## src/rsp_pkg.sv

```systemverilog
// Shared types and constants for the RESP stream parser.
// No dependencies.
package rsp_pkg;

   localparam int MaxDepth = 16;
   localparam int DepthW = $clog2(MaxDepth + 1);
   localparam int IdxW = (MaxDepth > 1) ? $clog2(MaxDepth) : 1;
   localparam int LenW = 31;

   localparam logic [7:0] ChLf = 8'h0A;
   localparam logic [7:0] ChCr = 8'h0D;
   localparam logic [7:0] ChPlus = 8'h2B;
   localparam logic [7:0] ChMinus = 8'h2D;
   localparam logic [7:0] ChColon = 8'h3A;
   localparam logic [7:0] ChDollar = 8'h24;
   localparam logic [7:0] ChStar = 8'h2A;
   localparam logic [7:0] ChUnder = 8'h5F;
   localparam logic [7:0] ChComma = 8'h2C;
   localparam logic [LenW-1:0] MaxLenReset = 31'd536870912;
   localparam logic [63:0] HalfLimit = 64'h8000_0000_0000_0000;

   typedef enum logic [3:0] {
      K_BYTE = 4'd0, K_SIMPLE = 4'd1, K_ERROR = 4'd2, K_INT = 4'd3, K_BULK = 4'd4,
      K_NULL = 4'd5, K_ARRAY = 4'd6, K_DOUBLE = 4'd7, K_FAIL = 4'd8
   } kind_type;

   typedef enum logic [3:0] {
      E_NONE = 4'd0, E_EOF = 4'd1, E_NOLF = 4'd2, E_CRLF = 4'd3, E_EMPTY = 4'd4,
      E_INT = 4'd5, E_LEN = 4'd6, E_TRUNC = 4'd7, E_NULL = 4'd8, E_TYPE = 4'd9,
      E_DEEP = 4'd10
   } err_type;

   typedef enum logic [2:0] {
      VT_NONE = 3'd0, VT_SIMPLE = 3'd1, VT_ERROR = 3'd2, VT_INT = 3'd3,
      VT_BULK = 3'd4, VT_ARRAY = 3'd5, VT_NULL = 3'd6, VT_DOUBLE = 3'd7
   } vtype_type;

   typedef struct packed {
      logic [3:0]  kind;
      logic [7:0]  data_byte;
      logic [63:0] number;
      logic [4:0]  nesting;
      logic [3:0]  error_code;
      logic        top_done;
      logic        last_of_run;
   } result_type;

   // Controller to datapath
   typedef struct packed {
      logic       load;      // latch input item, run first decision
      logic       pop_start; // begin stack unwind
      logic       pop_step;  // one unwind step
   } cmd_type;

   // Datapath to controller
   typedef struct packed {
      logic       needs_pop; // step ended a value, stack unwind required
      logic       pop_done;  // unwind finished
   } stat_type;

   function automatic vtype_type type_of(input logic [7:0] b);
      case (b)
         ChPlus:   return VT_SIMPLE;
         ChMinus:  return VT_ERROR;
         ChColon:  return VT_INT;
         ChDollar: return VT_BULK;
         ChStar:   return VT_ARRAY;
         ChUnder:  return VT_NULL;
         ChComma:  return VT_DOUBLE;
         default:  return VT_NONE;
      endcase
   endfunction

endpackage

```

## src/rsp_if.sv

```systemverilog
// Valid/ready channel interfaces for the RESP stream parser.
// No dependencies.
interface rsp_in_if;
   logic       valid;
   logic       ready;
   logic [7:0] in_byte;
   logic       end_of_buffer;
   modport source (output valid, in_byte, end_of_buffer, input ready);
   modport sink (input valid, in_byte, end_of_buffer, output ready);
endinterface

interface rsp_out_if;
   logic        valid;
   logic        ready;
   logic [3:0]  kind;
   logic [7:0]  data_byte;
   logic [63:0] number;
   logic [4:0]  nesting;
   logic [3:0]  error_code;
   logic        top_done;
   logic        last_of_run;
   modport source (output valid, kind, data_byte, number, nesting, error_code, top_done,
                   last_of_run, input ready);
   modport sink (input valid, kind, data_byte, number, nesting, error_code, top_done,
                 last_of_run, output ready);
endinterface

interface rsp_cfg_if;
   logic        valid;
   logic        ready;
   logic [30:0] data;
   modport source (output valid, data, input ready);
   modport sink (input valid, data, output ready);
endinterface

```

## src/resp_stream_parser.sv

```systemverilog
// Top level of the RESP stream parser.
// Depends on rsp_pkg, rsp_if, rsp_ctrl and rsp_datapath.
//
// Usage:
//   req  : one item per transfer, a buffer byte or an end-of-buffer mark.
//   rsp  : parse events (payload bytes, value ends, headers, errors); an
//          item yields zero, one or two events, the last flagged last_of_run.
//   csr  : writes max_length; always ready, write only while idle.
// Flow: an item that yields no event passes through the IDLE and CHECK states;
//   each event is then transferred in OUT0 or OUT1. Ending a value inside arrays
//   walks the count stack (RAM with registered read, read then write), one POPRD
//   and one POP state per level popped. req_ready is low until all events of the
//   item are transferred; a stalled rsp holds the event stable.
// Reset (synchronous) returns to awaiting a type byte at depth 0 and sets
//   max_length to 536870912. Stack contents are not cleared; each entry is
//   written before it is read.
module resp_stream_parser
   import rsp_pkg::*;
(
   input logic clock,
   input logic reset,
   rsp_in_if.sink    req,
   rsp_out_if.source rsp,
   rsp_cfg_if.sink   csr
);
   cmd_type         cmd;
   stat_type        stat;
   result_type      res0, res1, sel;
   logic [1:0]      res_count;
   logic            out_sel;
   logic [LenW-1:0] max_len_ff;

   assign csr.ready = 1'b1;
   always_ff @(posedge clock) begin
      if (reset) max_len_ff <= MaxLenReset;
      else if (csr.valid) max_len_ff <= csr.data;
   end

   rsp_ctrl u_ctrl (
      .clock, .reset,
      .in_valid(req.valid), .in_ready(req.ready),
      .out_valid(rsp.valid), .out_ready(rsp.ready),
      .out_sel, .res_count, .cmd, .stat
   );

   rsp_datapath u_dp (
      .clock, .reset, .cmd, .stat,
      .in_byte(req.in_byte), .end_of_buffer(req.end_of_buffer),
      .max_length(max_len_ff), .res0, .res1, .res_count
   );

   assign sel = out_sel ? res1 : res0;
   assign rsp.kind = sel.kind;
   assign rsp.data_byte = sel.data_byte;
   assign rsp.number = sel.number;
   assign rsp.nesting = sel.nesting;
   assign rsp.error_code = sel.error_code;
   assign rsp.top_done = sel.top_done;
   assign rsp.last_of_run = sel.last_of_run;
endmodule

```

## src/rsp_ram.sv

```systemverilog
// Generic single-port-write, one-read RAM with registered read data.
// No dependencies.
module rsp_ram #(
   parameter int Width = 8,
   parameter int Depth = 16
) (
   input  logic                     clock,
   input  logic                     wr_en,
   input  logic [$clog2(Depth)-1:0] wr_addr,
   input  logic [Width-1:0]         wr_data,
   input  logic [$clog2(Depth)-1:0] rd_addr,
   output logic [Width-1:0]         rd_data
);
   logic [Width-1:0] mem_ff [Depth];
   logic [Width-1:0] rd_data_ff;

   always_ff @(posedge clock) begin
      if (wr_en) begin
         mem_ff[wr_addr] <= wr_data;
      end
      rd_data_ff <= mem_ff[rd_addr];
   end

   assign rd_data = rd_data_ff;
endmodule

```

## src/rsp_datapath.sv

```systemverilog
// Datapath of the RESP stream parser: line state, integer decode, stack, results.
// Depends on rsp_pkg and rsp_ram.
module rsp_datapath
   import rsp_pkg::*;
(
   input  logic             clock,
   input  logic             reset,
   input  cmd_type          cmd,
   output stat_type         stat,
   input  logic [7:0]       in_byte,
   input  logic             end_of_buffer,
   input  logic [LenW-1:0]  max_length,
   output result_type       res0,
   output result_type       res1,
   output logic [1:0]       res_count
);
   localparam logic [2:0] PhType = 3'd0, PhLine = 3'd1, PhBody = 3'd2, PhBcr = 3'd3,
                          PhBlf = 3'd4, PhBbad = 3'd5;

   logic [2:0]        phase_ff, phase_in;
   vtype_type         vt_ff, vt_in;
   logic              held_ff, held_in;
   logic [63:0]       acc_ff, acc_in;
   logic              neg_ff, neg_in;
   logic [1:0]        dig_ff, dig_in;
   logic              seen_ff, seen_in;
   logic [LenW-1:0]   brem_ff, brem_in;
   logic [DepthW-1:0] depth_ff, depth_in;
   logic              fin_ff, fin_in;
   logic              err_ff, err_in;
   result_type        r0_ff, r0_in, r1_ff, r1_in;
   logic [1:0]        n_ff, n_in;
   // pending finish: kind/number/nest saved for the unwind
   kind_type          pk_ff, pk_in;
   logic [63:0]       pn_ff, pn_in;
   logic [4:0]        pnest_ff, pnest_in;

   logic              wr_en;
   logic [IdxW-1:0]   wr_addr, rd_addr;
   logic [LenW-1:0]   wr_data, rd_data;
   logic [LenW-1:0]   dec;

   rsp_ram #(.Width(LenW), .Depth(MaxDepth)) u_stack (
      .clock, .wr_en, .wr_addr, .wr_data, .rd_addr, .rd_data
   );

   // Top of stack is prefetched: read address points at depth-1, except in a non-final unwind step (depth-2).
   assign dec = rd_data - 1'b1;

   always_comb begin
      logic [7:0]  b;
      logic        do_content;
      logic [7:0]  cb;
      logic        do_cr_content;
      logic        finish;
      kind_type    fk;
      logic [63:0] fnum;
      logic [63:0] lim;
      logic        ok;
      logic [63:0] a;
      logic [63:0] prod;
      result_type  ev;

      phase_in = phase_ff; vt_in = vt_ff; held_in = held_ff; acc_in = acc_ff;
      neg_in = neg_ff; dig_in = dig_ff; seen_in = seen_ff; brem_in = brem_ff;
      depth_in = depth_ff; fin_in = fin_ff; err_in = err_ff;
      r0_in = r0_ff; r1_in = r1_ff; n_in = n_ff;
      pk_in = pk_ff; pn_in = pn_ff; pnest_in = pnest_ff;
      stat.needs_pop = 1'b0;
      stat.pop_done = 1'b0;
      wr_en = 1'b0; wr_data = '0;
      wr_addr = depth_ff[IdxW-1:0];
      rd_addr = depth_ff[IdxW-1:0] - 1'b1;
      b = in_byte;
      finish = 1'b0; fk = K_BYTE; fnum = '0;
      do_content = 1'b0; cb = b; do_cr_content = 1'b0;
      lim = '0; ok = 1'b0; a = '0; prod = '0;
      ev = '0;

      if (cmd.load) begin
         n_in = 2'd0;
         r0_in = '0; r1_in = '0;
         if (end_of_buffer) begin
            if (!fin_ff && !err_ff) begin
               r0_in.kind = K_FAIL;
               r0_in.nesting = 5'(depth_ff);
               if (phase_ff == PhType && !held_ff) r0_in.error_code = E_EOF;
               else if (phase_ff == PhType || phase_ff == PhLine) r0_in.error_code = E_NOLF;
               else r0_in.error_code = E_TRUNC;
               n_in = 2'd1;
            end
            phase_in = PhType; vt_in = VT_NONE; held_in = 1'b0; acc_in = '0;
            neg_in = 1'b0; dig_in = '0; seen_in = 1'b0;
            brem_in = '0; depth_in = '0; fin_in = 1'b0; err_in = 1'b0;
         end else if (!fin_ff && !err_ff) begin
            case (phase_ff)
               PhBody: begin
                  r0_in.kind = K_BYTE; r0_in.data_byte = b;
                  r0_in.nesting = 5'(depth_ff);
                  n_in = 2'd1;
                  brem_in = brem_ff - 1'b1;
                  if (brem_in == '0) phase_in = PhBcr;
               end
               PhBcr: phase_in = (b == ChCr) ? PhBlf : PhBbad;
               PhBlf: begin
                  if (b == ChLf) begin
                     finish = 1'b1; fk = K_BULK;
                  end else begin
                     r0_in.kind = K_FAIL; r0_in.error_code = E_CRLF;
                     r0_in.nesting = 5'(depth_ff); n_in = 2'd1; err_in = 1'b1;
                  end
               end
               PhBbad: begin
                  r0_in.kind = K_FAIL; r0_in.error_code = E_CRLF;
                  r0_in.nesting = 5'(depth_ff); n_in = 2'd1; err_in = 1'b1;
               end
               default: begin
                  if (b == ChLf) begin
                     if (!held_ff) begin
                        r0_in.kind = K_FAIL; r0_in.error_code = E_CRLF;
                        r0_in.nesting = 5'(depth_ff); n_in = 2'd1; err_in = 1'b1;
                     end else begin
                        held_in = 1'b0;
                        // end of line
                        if (phase_ff == PhType) begin
                           r0_in.kind = K_FAIL; r0_in.error_code = E_EMPTY;
                           r0_in.nesting = 5'(depth_ff); n_in = 2'd1; err_in = 1'b1;
                        end else begin
                           lim = neg_ff ? HalfLimit : HalfLimit - 1'b1;
                           ok = (dig_ff >= 2'd2) && (acc_ff <= lim);
                           case (vt_ff)
                              VT_SIMPLE: begin finish = 1'b1; fk = K_SIMPLE; end
                              VT_ERROR:  begin finish = 1'b1; fk = K_ERROR; end
                              VT_DOUBLE: begin finish = 1'b1; fk = K_DOUBLE; end
                              VT_NULL: begin
                                 if (seen_ff) begin
                                    r0_in.kind = K_FAIL; r0_in.error_code = E_NULL;
                                    r0_in.nesting = 5'(depth_ff); n_in = 2'd1;
                                    err_in = 1'b1;
                                 end else begin
                                    finish = 1'b1; fk = K_NULL;
                                 end
                              end
                              VT_INT: begin
                                 if (!ok) begin
                                    r0_in.kind = K_FAIL; r0_in.error_code = E_INT;
                                    r0_in.nesting = 5'(depth_ff); n_in = 2'd1;
                                    err_in = 1'b1;
                                 end else begin
                                    finish = 1'b1; fk = K_INT;
                                    fnum = neg_ff ? (64'd0 - acc_ff) : acc_ff;
                                 end
                              end
                              VT_BULK, VT_ARRAY: begin
                                 if (!ok) begin
                                    r0_in.kind = K_FAIL; r0_in.error_code = E_INT;
                                    r0_in.nesting = 5'(depth_ff); n_in = 2'd1;
                                    err_in = 1'b1;
                                 end else if (neg_ff && acc_ff == 64'd1) begin
                                    finish = 1'b1; fk = K_NULL;
                                 end else if ((neg_ff && acc_ff > 64'd1) ||
                                              (!neg_ff && acc_ff >= 64'(max_length))) begin
                                    r0_in.kind = K_FAIL; r0_in.error_code = E_LEN;
                                    r0_in.nesting = 5'(depth_ff); n_in = 2'd1;
                                    err_in = 1'b1;
                                 end else begin
                                    a = neg_ff ? 64'd0 : acc_ff;
                                    if (vt_ff == VT_BULK) begin
                                       phase_in = (a == '0) ? PhBcr : PhBody;
                                       brem_in = a[LenW-1:0];
                                       vt_in = VT_NONE; acc_in = '0; neg_in = 1'b0;
                                       dig_in = '0; seen_in = 1'b0;
                                    end else if (a == '0) begin
                                       finish = 1'b1; fk = K_ARRAY;
                                    end else if (32'(depth_ff) >= 32'(MaxDepth)) begin
                                       r0_in.kind = K_FAIL; r0_in.error_code = E_DEEP;
                                       r0_in.nesting = 5'(depth_ff); n_in = 2'd1;
                                       err_in = 1'b1;
                                    end else begin
                                       r0_in.kind = K_ARRAY; r0_in.number = a;
                                       r0_in.nesting = 5'(depth_ff); n_in = 2'd1;
                                       wr_en = 1'b1; wr_data = a[LenW-1:0];
                                       depth_in = depth_ff + 1'b1;
                                       phase_in = PhType; vt_in = VT_NONE;
                                       acc_in = '0; neg_in = 1'b0; dig_in = '0;
                                       seen_in = 1'b0;
                                    end
                                 end
                              end
                              default: begin
                                 r0_in.kind = K_FAIL; r0_in.error_code = E_TYPE;
                                 r0_in.nesting = 5'(depth_ff); n_in = 2'd1; err_in = 1'b1;
                              end
                           endcase
                        end
                     end
                  end else begin
                     // release a held CR as content, then handle b
                     do_cr_content = held_ff;
                     held_in = (b == ChCr);
                     do_content = (b != ChCr);
                  end
               end
            endcase

            // Content processing: up to two bytes (held CR, then b).
            for (int k = 0; k < 2; k++) begin
               if ((k == 0 && do_cr_content) || (k == 1 && do_content)) begin
                  cb = (k == 0) ? ChCr : b;
                  if (phase_in == PhType) begin
                     vt_in = type_of(cb);
                     phase_in = PhLine;
                  end else begin
                     case (vt_in)
                        VT_SIMPLE, VT_ERROR, VT_DOUBLE: begin
                           ev = '0; ev.kind = K_BYTE; ev.data_byte = cb;
                           ev.nesting = 5'(depth_ff);
                           if (n_in == 2'd0) r0_in = ev; else r1_in = ev;
                           n_in = n_in + 1'b1;
                        end
                        VT_INT, VT_BULK, VT_ARRAY: begin
                           if (dig_in != 2'd3) begin
                              if (dig_in == 2'd0 && cb == ChMinus) begin
                                 neg_in = 1'b1; dig_in = 2'd1;
                              end else if (cb < 8'h30 || cb > 8'h39) begin
                                 if (dig_in != 2'd2) acc_in = '1;
                                 dig_in = 2'd3;
                              end else begin
                                 dig_in = 2'd2;
                                 if (acc_in > HalfLimit / 10) acc_in = '1;
                                 else begin
                                    prod = {acc_in[60:0], 3'b0} + {acc_in[62:0], 1'b0}
                                           + 64'(cb - 8'h30);
                                    acc_in = (prod > HalfLimit) ? '1 : prod;
                                 end
                              end
                           end
                        end
                        VT_NULL: seen_in = 1'b1;
                        default: ;
                     endcase
                  end
               end
            end
         end

         if (finish) begin
            if (depth_ff == '0) begin
               fin_in = 1'b1;
               r0_in.kind = fk; r0_in.number = fnum; r0_in.nesting = '0;
               r0_in.top_done = 1'b1; n_in = 2'd1;
               phase_in = PhType; vt_in = VT_NONE; held_in = 1'b0; acc_in = '0;
               neg_in = 1'b0; dig_in = '0; seen_in = 1'b0;
            end else begin
               stat.needs_pop = 1'b1;
               pk_in = fk; pn_in = fnum; pnest_in = 5'(depth_ff);
            end
         end
         if (n_in != 2'd0) begin
            if (n_in == 2'd1) r0_in.last_of_run = 1'b1;
            else r1_in.last_of_run = 1'b1;
         end
      end else if (cmd.pop_step) begin
         // rd_data holds count at depth-1 (prefetched)
         wr_en = 1'b1;
         wr_addr = depth_ff[IdxW-1:0] - 1'b1;
         wr_data = dec;
         if (dec != '0 || depth_ff == DepthW'(1)) begin
            if (dec == '0) depth_in = '0;
            stat.pop_done = 1'b1;
            fin_in = (dec == '0);
            r0_in = '0;
            r0_in.kind = pk_ff; r0_in.number = pn_ff; r0_in.nesting = pnest_ff;
            r0_in.top_done = (dec == '0);
            r0_in.last_of_run = 1'b1;
            n_in = 2'd1;
            phase_in = PhType; vt_in = VT_NONE; held_in = 1'b0; acc_in = '0;
            neg_in = 1'b0; dig_in = '0; seen_in = 1'b0;
         end else begin
            depth_in = depth_ff - 1'b1;
            rd_addr = depth_ff[IdxW-1:0] - 2'd2;
         end
      end else if (cmd.pop_start) begin
         rd_addr = depth_ff[IdxW-1:0] - 1'b1;
      end
   end

   always_ff @(posedge clock) begin
      if (reset) begin
         phase_ff <= PhType; vt_ff <= VT_NONE; held_ff <= 1'b0; acc_ff <= '0;
         neg_ff <= 1'b0; dig_ff <= '0; seen_ff <= 1'b0; brem_ff <= '0;
         depth_ff <= '0; fin_ff <= 1'b0; err_ff <= 1'b0; n_ff <= '0;
      end else begin
         phase_ff <= phase_in; vt_ff <= vt_in; held_ff <= held_in; acc_ff <= acc_in;
         neg_ff <= neg_in; dig_ff <= dig_in; seen_ff <= seen_in; brem_ff <= brem_in;
         depth_ff <= depth_in; fin_ff <= fin_in; err_ff <= err_in; n_ff <= n_in;
      end
      r0_ff <= r0_in; r1_ff <= r1_in;
      pk_ff <= pk_in; pn_ff <= pn_in; pnest_ff <= pnest_in;
   end

   assign res0 = r0_ff;
   assign res1 = r1_ff;
   assign res_count = n_ff;
endmodule

```

## src/rsp_ctrl.sv

```systemverilog
// Controller of the RESP stream parser: input handshake, stack unwind, result drain.
// Depends on rsp_pkg.
module rsp_ctrl
   import rsp_pkg::*;
(
   input  logic       clock,
   input  logic       reset,
   input  logic       in_valid,
   output logic       in_ready,
   output logic       out_valid,
   input  logic       out_ready,
   output logic       out_sel,
   input  logic [1:0] res_count,
   output cmd_type    cmd,
   input  stat_type   stat
);
   typedef enum logic [2:0] {S_IDLE, S_CHECK, S_POPRD, S_POP, S_OUT0, S_OUT1} state_type;
   state_type state_ff;

   assign in_ready = (state_ff == S_IDLE);
   assign out_valid = (state_ff == S_OUT0) || (state_ff == S_OUT1);
   assign out_sel = (state_ff == S_OUT1);
   assign cmd.load = in_valid && in_ready;
   assign cmd.pop_start = (state_ff == S_POPRD);
   assign cmd.pop_step = (state_ff == S_POP);

   logic pend_pop_ff;

   always_ff @(posedge clock) begin
      if (reset) begin
         state_ff <= S_IDLE;
         pend_pop_ff <= 1'b0;
      end else begin
         case (state_ff)
            S_IDLE: begin
               if (cmd.load) begin
                  state_ff <= S_CHECK;
                  pend_pop_ff <= stat.needs_pop;
               end
            end
            S_CHECK: begin
               if (pend_pop_ff) state_ff <= S_POPRD;
               else if (res_count != 2'd0) state_ff <= S_OUT0;
               else state_ff <= S_IDLE;
            end
            S_POPRD: state_ff <= S_POP;
            S_POP: begin
               // non-final step changes read address: go back to S_POPRD for the registered read data
               if (stat.pop_done) state_ff <= S_OUT0;
               else state_ff <= S_POPRD;
            end
            S_OUT0: begin
               if (out_ready) state_ff <= (res_count == 2'd2) ? S_OUT1 : S_IDLE;
            end
            S_OUT1: begin
               if (out_ready) state_ff <= S_IDLE;
            end
            default: state_ff <= S_IDLE;
         endcase
      end
   end
endmodule

```

## src/flat_wrapper.sv

```systemverilog
// flat-port wrapper written by rule: the top's interface ports become plain ports
module resp_stream_parser_flat import rsp_pkg::*;
  (clock, reset, req_valid, req_in_byte, req_end_of_buffer, req_ready, rsp_valid, rsp_kind, rsp_data_byte, rsp_number, rsp_nesting, rsp_error_code, rsp_top_done, rsp_last_of_run, rsp_ready, csr_valid, csr_data, csr_ready);
  rsp_in_if req_i ();
  rsp_out_if rsp_i ();
  rsp_cfg_if csr_i ();
  input logic clock;
  input logic reset;
  input wire logic [$bits(req_i.valid)-1:0] req_valid;
  input wire logic [$bits(req_i.in_byte)-1:0] req_in_byte;
  input wire logic [$bits(req_i.end_of_buffer)-1:0] req_end_of_buffer;
  output wire logic [$bits(req_i.ready)-1:0] req_ready;
  output wire logic [$bits(rsp_i.valid)-1:0] rsp_valid;
  output wire logic [$bits(rsp_i.kind)-1:0] rsp_kind;
  output wire logic [$bits(rsp_i.data_byte)-1:0] rsp_data_byte;
  output wire logic [$bits(rsp_i.number)-1:0] rsp_number;
  output wire logic [$bits(rsp_i.nesting)-1:0] rsp_nesting;
  output wire logic [$bits(rsp_i.error_code)-1:0] rsp_error_code;
  output wire logic [$bits(rsp_i.top_done)-1:0] rsp_top_done;
  output wire logic [$bits(rsp_i.last_of_run)-1:0] rsp_last_of_run;
  input wire logic [$bits(rsp_i.ready)-1:0] rsp_ready;
  input wire logic [$bits(csr_i.valid)-1:0] csr_valid;
  input wire logic [$bits(csr_i.data)-1:0] csr_data;
  output wire logic [$bits(csr_i.ready)-1:0] csr_ready;
  assign req_i.valid = req_valid;
  assign req_i.in_byte = req_in_byte;
  assign req_i.end_of_buffer = req_end_of_buffer;
  assign req_ready = req_i.ready;
  assign rsp_valid = rsp_i.valid;
  assign rsp_kind = rsp_i.kind;
  assign rsp_data_byte = rsp_i.data_byte;
  assign rsp_number = rsp_i.number;
  assign rsp_nesting = rsp_i.nesting;
  assign rsp_error_code = rsp_i.error_code;
  assign rsp_top_done = rsp_i.top_done;
  assign rsp_last_of_run = rsp_i.last_of_run;
  assign rsp_i.ready = rsp_ready;
  assign csr_i.valid = csr_valid;
  assign csr_i.data = csr_data;
  assign csr_ready = csr_i.ready;
  resp_stream_parser u_core (.clock(clock), .reset(reset), .req(req_i), .rsp(rsp_i), .csr(csr_i));
endmodule
```

## config.mk

```make
export PLATFORM = sky130hd
export DESIGN_NAME = resp_stream_parser_flat
export DESIGN_NICKNAME = d
export VERILOG_FILES = /design/src/rsp_pkg.sv /design/src/rsp_if.sv /design/src/resp_stream_parser.sv /design/src/rsp_ram.sv /design/src/rsp_datapath.sv /design/src/rsp_ctrl.sv /design/src/flat_wrapper.sv
export SDC_FILE = /design/constraint.sdc
export NUM_CORES = 2
export LEC_CHECK = 0
export ABC_CLOCK_PERIOD_IN_PS = 21800
export BUFFER_PORTS_ARGS = -buffer_cell sky130_fd_sc_hd__buf_2
export CAP_MARGIN = 10
export CORE_ASPECT_RATIO = 0.8
export CORE_MARGIN = 2
export CORE_UTILIZATION = 55
export CTS_BUF_LIST = sky130_fd_sc_hd__clkbuf_8 sky130_fd_sc_hd__clkbuf_16
export DETAILED_ROUTE_END_ITERATION = 7
export PLACE_DENSITY_LB_ADDON = 0.25
export SLEW_MARGIN = 10
export SYNTH_ARGS = -nofsm -noshare
export SYNTH_HDL_FRONTEND = slang
export SYNTH_SLANG_ARGS = --single-unit
```

## constraint.sdc

```tcl
create_clock -name clock -period 21.8 [get_ports clock]
set_input_delay 4.36 -clock clock [delete_from_list [all_inputs] [get_ports clock]]
set_output_delay 4.36 -clock clock [all_outputs]
set_load 0.05 [all_outputs]
```

==> impl_metrics.yaml <==
logic_synthesis:
  synth-async-reset-ratio_pct: 0
  synth-edff-count: 669
  synth_ff_type: "edfxtp_1"
  avgSynthCellArea_um2: 10.9
  syn_area_um2: 48700
  synth_nets: 4824
  seq_area_frac_synth_pct: 48.7
  ys_warn_count: 0
  netlist_instances: 4478
  yosysUniqueCellTypes: 92
  synth.ff_latch_count: 850
global_route:
  antenna_found_initial: 10
  grt_pass1_wl_um: 219000
  grt_use_total_pct: 32.0
  gr-total-overflow: 0
  grt_max_degree: 125
  first_global_vias: 34300
cells_and_area:
  drive_gt1_share_pct: 12.7
  post-route-util_pct: 61.2
  nNetsFinal: 4884
  synthToLayoutAreaGrowth_pct: 10.2
  fin_cells: 5798
clock_tree:
  clock-sinks: 850
  cts_tree: "done"
  cts_hold_buf: 0
  h-tree-depth: 3
  numCtsBuffers: 85
  postCtsSetupRepairBufs: 0
  worst_skew_pair.late_latency_ps: 690
  clockBufferDepth: 3
  cts-root-buf: "clkbuf_16"
  cts_resized: 0
  clk_pin_slew_ps: 60
critical_path:
  cp-start-kind: "primary input"
  worstSetupPathType: "in2reg"
  end_kind: "register"
  worst-endpoint-required_ps: 22300
  worstPathArrival_ps: 13540
  crit_fanout: 40
floorplanning:
  ioPinCount: 135
  die_width_um: 337
  rows: 97
  initial_core_util_pct: 55.6
  dieArea_um2: 90900
  die-height_um: 270
  core_um2: 87600
drt:
  avgRoutedWirePerCell_um: 25.4
  postRouteAntennaNets: 0
  vias_per_cell: 6.49
  vias: 37600
  drc: 0
  dr.pass1.iters: 7
  routed_wl_um: 147000
  first_iter_violations: 5186
timing:
  rsz0062_at_grt: "no"
  skew_ps: 44.6
  worst_slack_ps: 8760
  hold_viol: 0
  min_period_ps: 13040
  period_share_pct: 59.8
  setup_viol: 0
  drv_slew: 0
  tightest_slew_ps: 1200
  fmax_mhz: 76.7
  hold_slack_ps: 490
  fin_setup_tns_ps: 0
  slew_headroom_pct: 19.6
power:
  peakVddDrop_v: 0.0000676
  leakagePower_nw: 19.2
  p_per_area_nw_per_um2: 67.3
job:
  cap_violations: 0
outcome:
  outcome: "completed"
place:
  place_congestion: 0.987
  dpl.hpwl_um: 101000
  dpl_worst_slack_ps: 8390
  portBuffers: 133
  dp.cells: 5639
hold_path:
  min_path_type: "reg2reg"
per-stage QoR:
step | area, um2 | power (mW)
after floorplan | 48700 | 2.05
after global placement | 50800 | 2.15
after detailed placement | 50800 | 2.15
after CTS | 53700 | 3.62
after global routing | 53700 | 3.72
final | 53700 | 3.61
cells in the mapped netlist (70+ instances only):
cell type	n	area [um2]
ha_1	244	3050
inv_1	160	601
nand4_1	70	438
a22oi_1	101	758
nor2_1	374	1400
dfxtp_1	181	3620
nand2_1	427	1600
and2_1	107	669
edfxtp_1	669	20100
a21oi_1	286	1430
mux4_2	123	2770
o21ai_0	267	1340
xor2_1	105	920
clkbuf_1	226	848
cell families after synthesis:
family                     after synthesis  share of synthesized area (%)
xor gates and xnor gates               165                           2.97
and+or+nand+nor                       1440                           14.4
muxes                                  208                           7.48
AOI/OAI and AO/OA                     1078                           14.3
adders and majority gates              301                           8.61
DFF                                    850                           48.7
buffers and inverters                  435                           3.51
other                                    1                        0.00770
final timing paths:
kind,startpoint,to,slack (ps),depth (start not counted)
setup / recovery,req_in_byte[7],u_core.u_dp.acc_ff[34]$_SDFFE_PP0P_,8760,28
hold / removal,u_core.max_len_ff[29]$_SDFFE_PP1P_,u_core.max_len_ff[29]$_SDFFE_PP1P_,490,2
setup reg to reg,u_core.u_dp.acc_ff[35]$_SDFFE_PP0P_,u_core.u_dp.acc_ff[34]$_SDFFE_PP0P_,10020,29
hold reg to reg,u_core.max_len_ff[29]$_SDFFE_PP1P_,u_core.max_len_ff[29]$_SDFFE_PP1P_,490,2
power by group:
group	total [mW]	internal, mW	switching (mW)
combinational	0.340	0.106	0.234
clock	1.49	0.837	0.652
sequential	1.78	1.76	0.0252
total	3.61	2.70	0.911
flip-flops by register name (all words and copies together) (netlist names), 14 cells and up:
signal	count
u_core.u_dp.res0	87
u_core.max_len_ff	31
u_core.u_dp.acc_ff	64
u_core.u_dp.u_stack.mem_ff	496
u_core.u_dp.u_stack.rd_data	31
u_core.u_dp.res1	14
u_core.u_dp.pn_ff	64
u_core.u_dp.brem_ff	31
per-layer routing:
metal  vias to the layer above  GRT usage (%)  part of all wire [%]
met2                      2115           42.1                    40
li1                      16900              -                     -
met3                       251           10.8                    14
met4                        14           7.44                   2.4
met5                         -              0                 0.065
met1                     18300           50.3                    44
layout make-up:
type / instances / area [um2]
Clock inverter: 65 / 597
Fill cell: 7041 / 34000
Clock buffer: 91 / 2220
Multi-Input combinational cell: 3193 / 23500
Timing Repair Buffer: 246 / 1530
Sequential cell: 850 / 23700
Antenna cell: 3 / 7.51
Inverter: 162 / 611
Tap cell: 1188 / 1490
layout by cell type, fill, tap and decap left out, drive strengths merged, types with 46 or more instances in the layout:
| cell | n |
|---|---|
| edfxtp | 669 |
| nand2 | 428 |
| nor2 | 374 |
| a21oi | 286 |
| o21ai | 274 |
| buf | 246 |
| ha | 244 |
| inv | 191 |
| dfxtp | 181 |
| mux4 | 123 |
| and2 | 110 |
| xor2 | 105 |
| a22oi | 101 |
| clkbuf | 91 |
| nand4 | 70 |
| mux2i | 69 |
| nor3 | 69 |
| nor4 | 65 |
| nand3 | 64 |
| xnor2 | 60 |
| fa | 57 |
| nor2b | 53 |
| a211oi | 51 |
| and3 | 46 |
critical path, stage by stage:
cell	delay, ps
buf_2	150
or3_1	440
nor3b_1	360
and3_1	360
nand2_1	220
or3_1	430
inv_1	60
a21oi_1	120
a211o_1	390
nand2_1	230
buf_4	420
nand2_1	240
fa_1	520
ha_1	410
and3_1	220
and3_1	160
a21boi_0	530
o21ai_0	380
a31oi_1	390
mux2_2	390
a211o_1	330
a2111o_1	390
nor4b_1	340
nand4_1	220
o311ai_4	240
nand2_4	510
nand2_1	540
o211ai_1	140
Power figures use the tool's default switching activity.
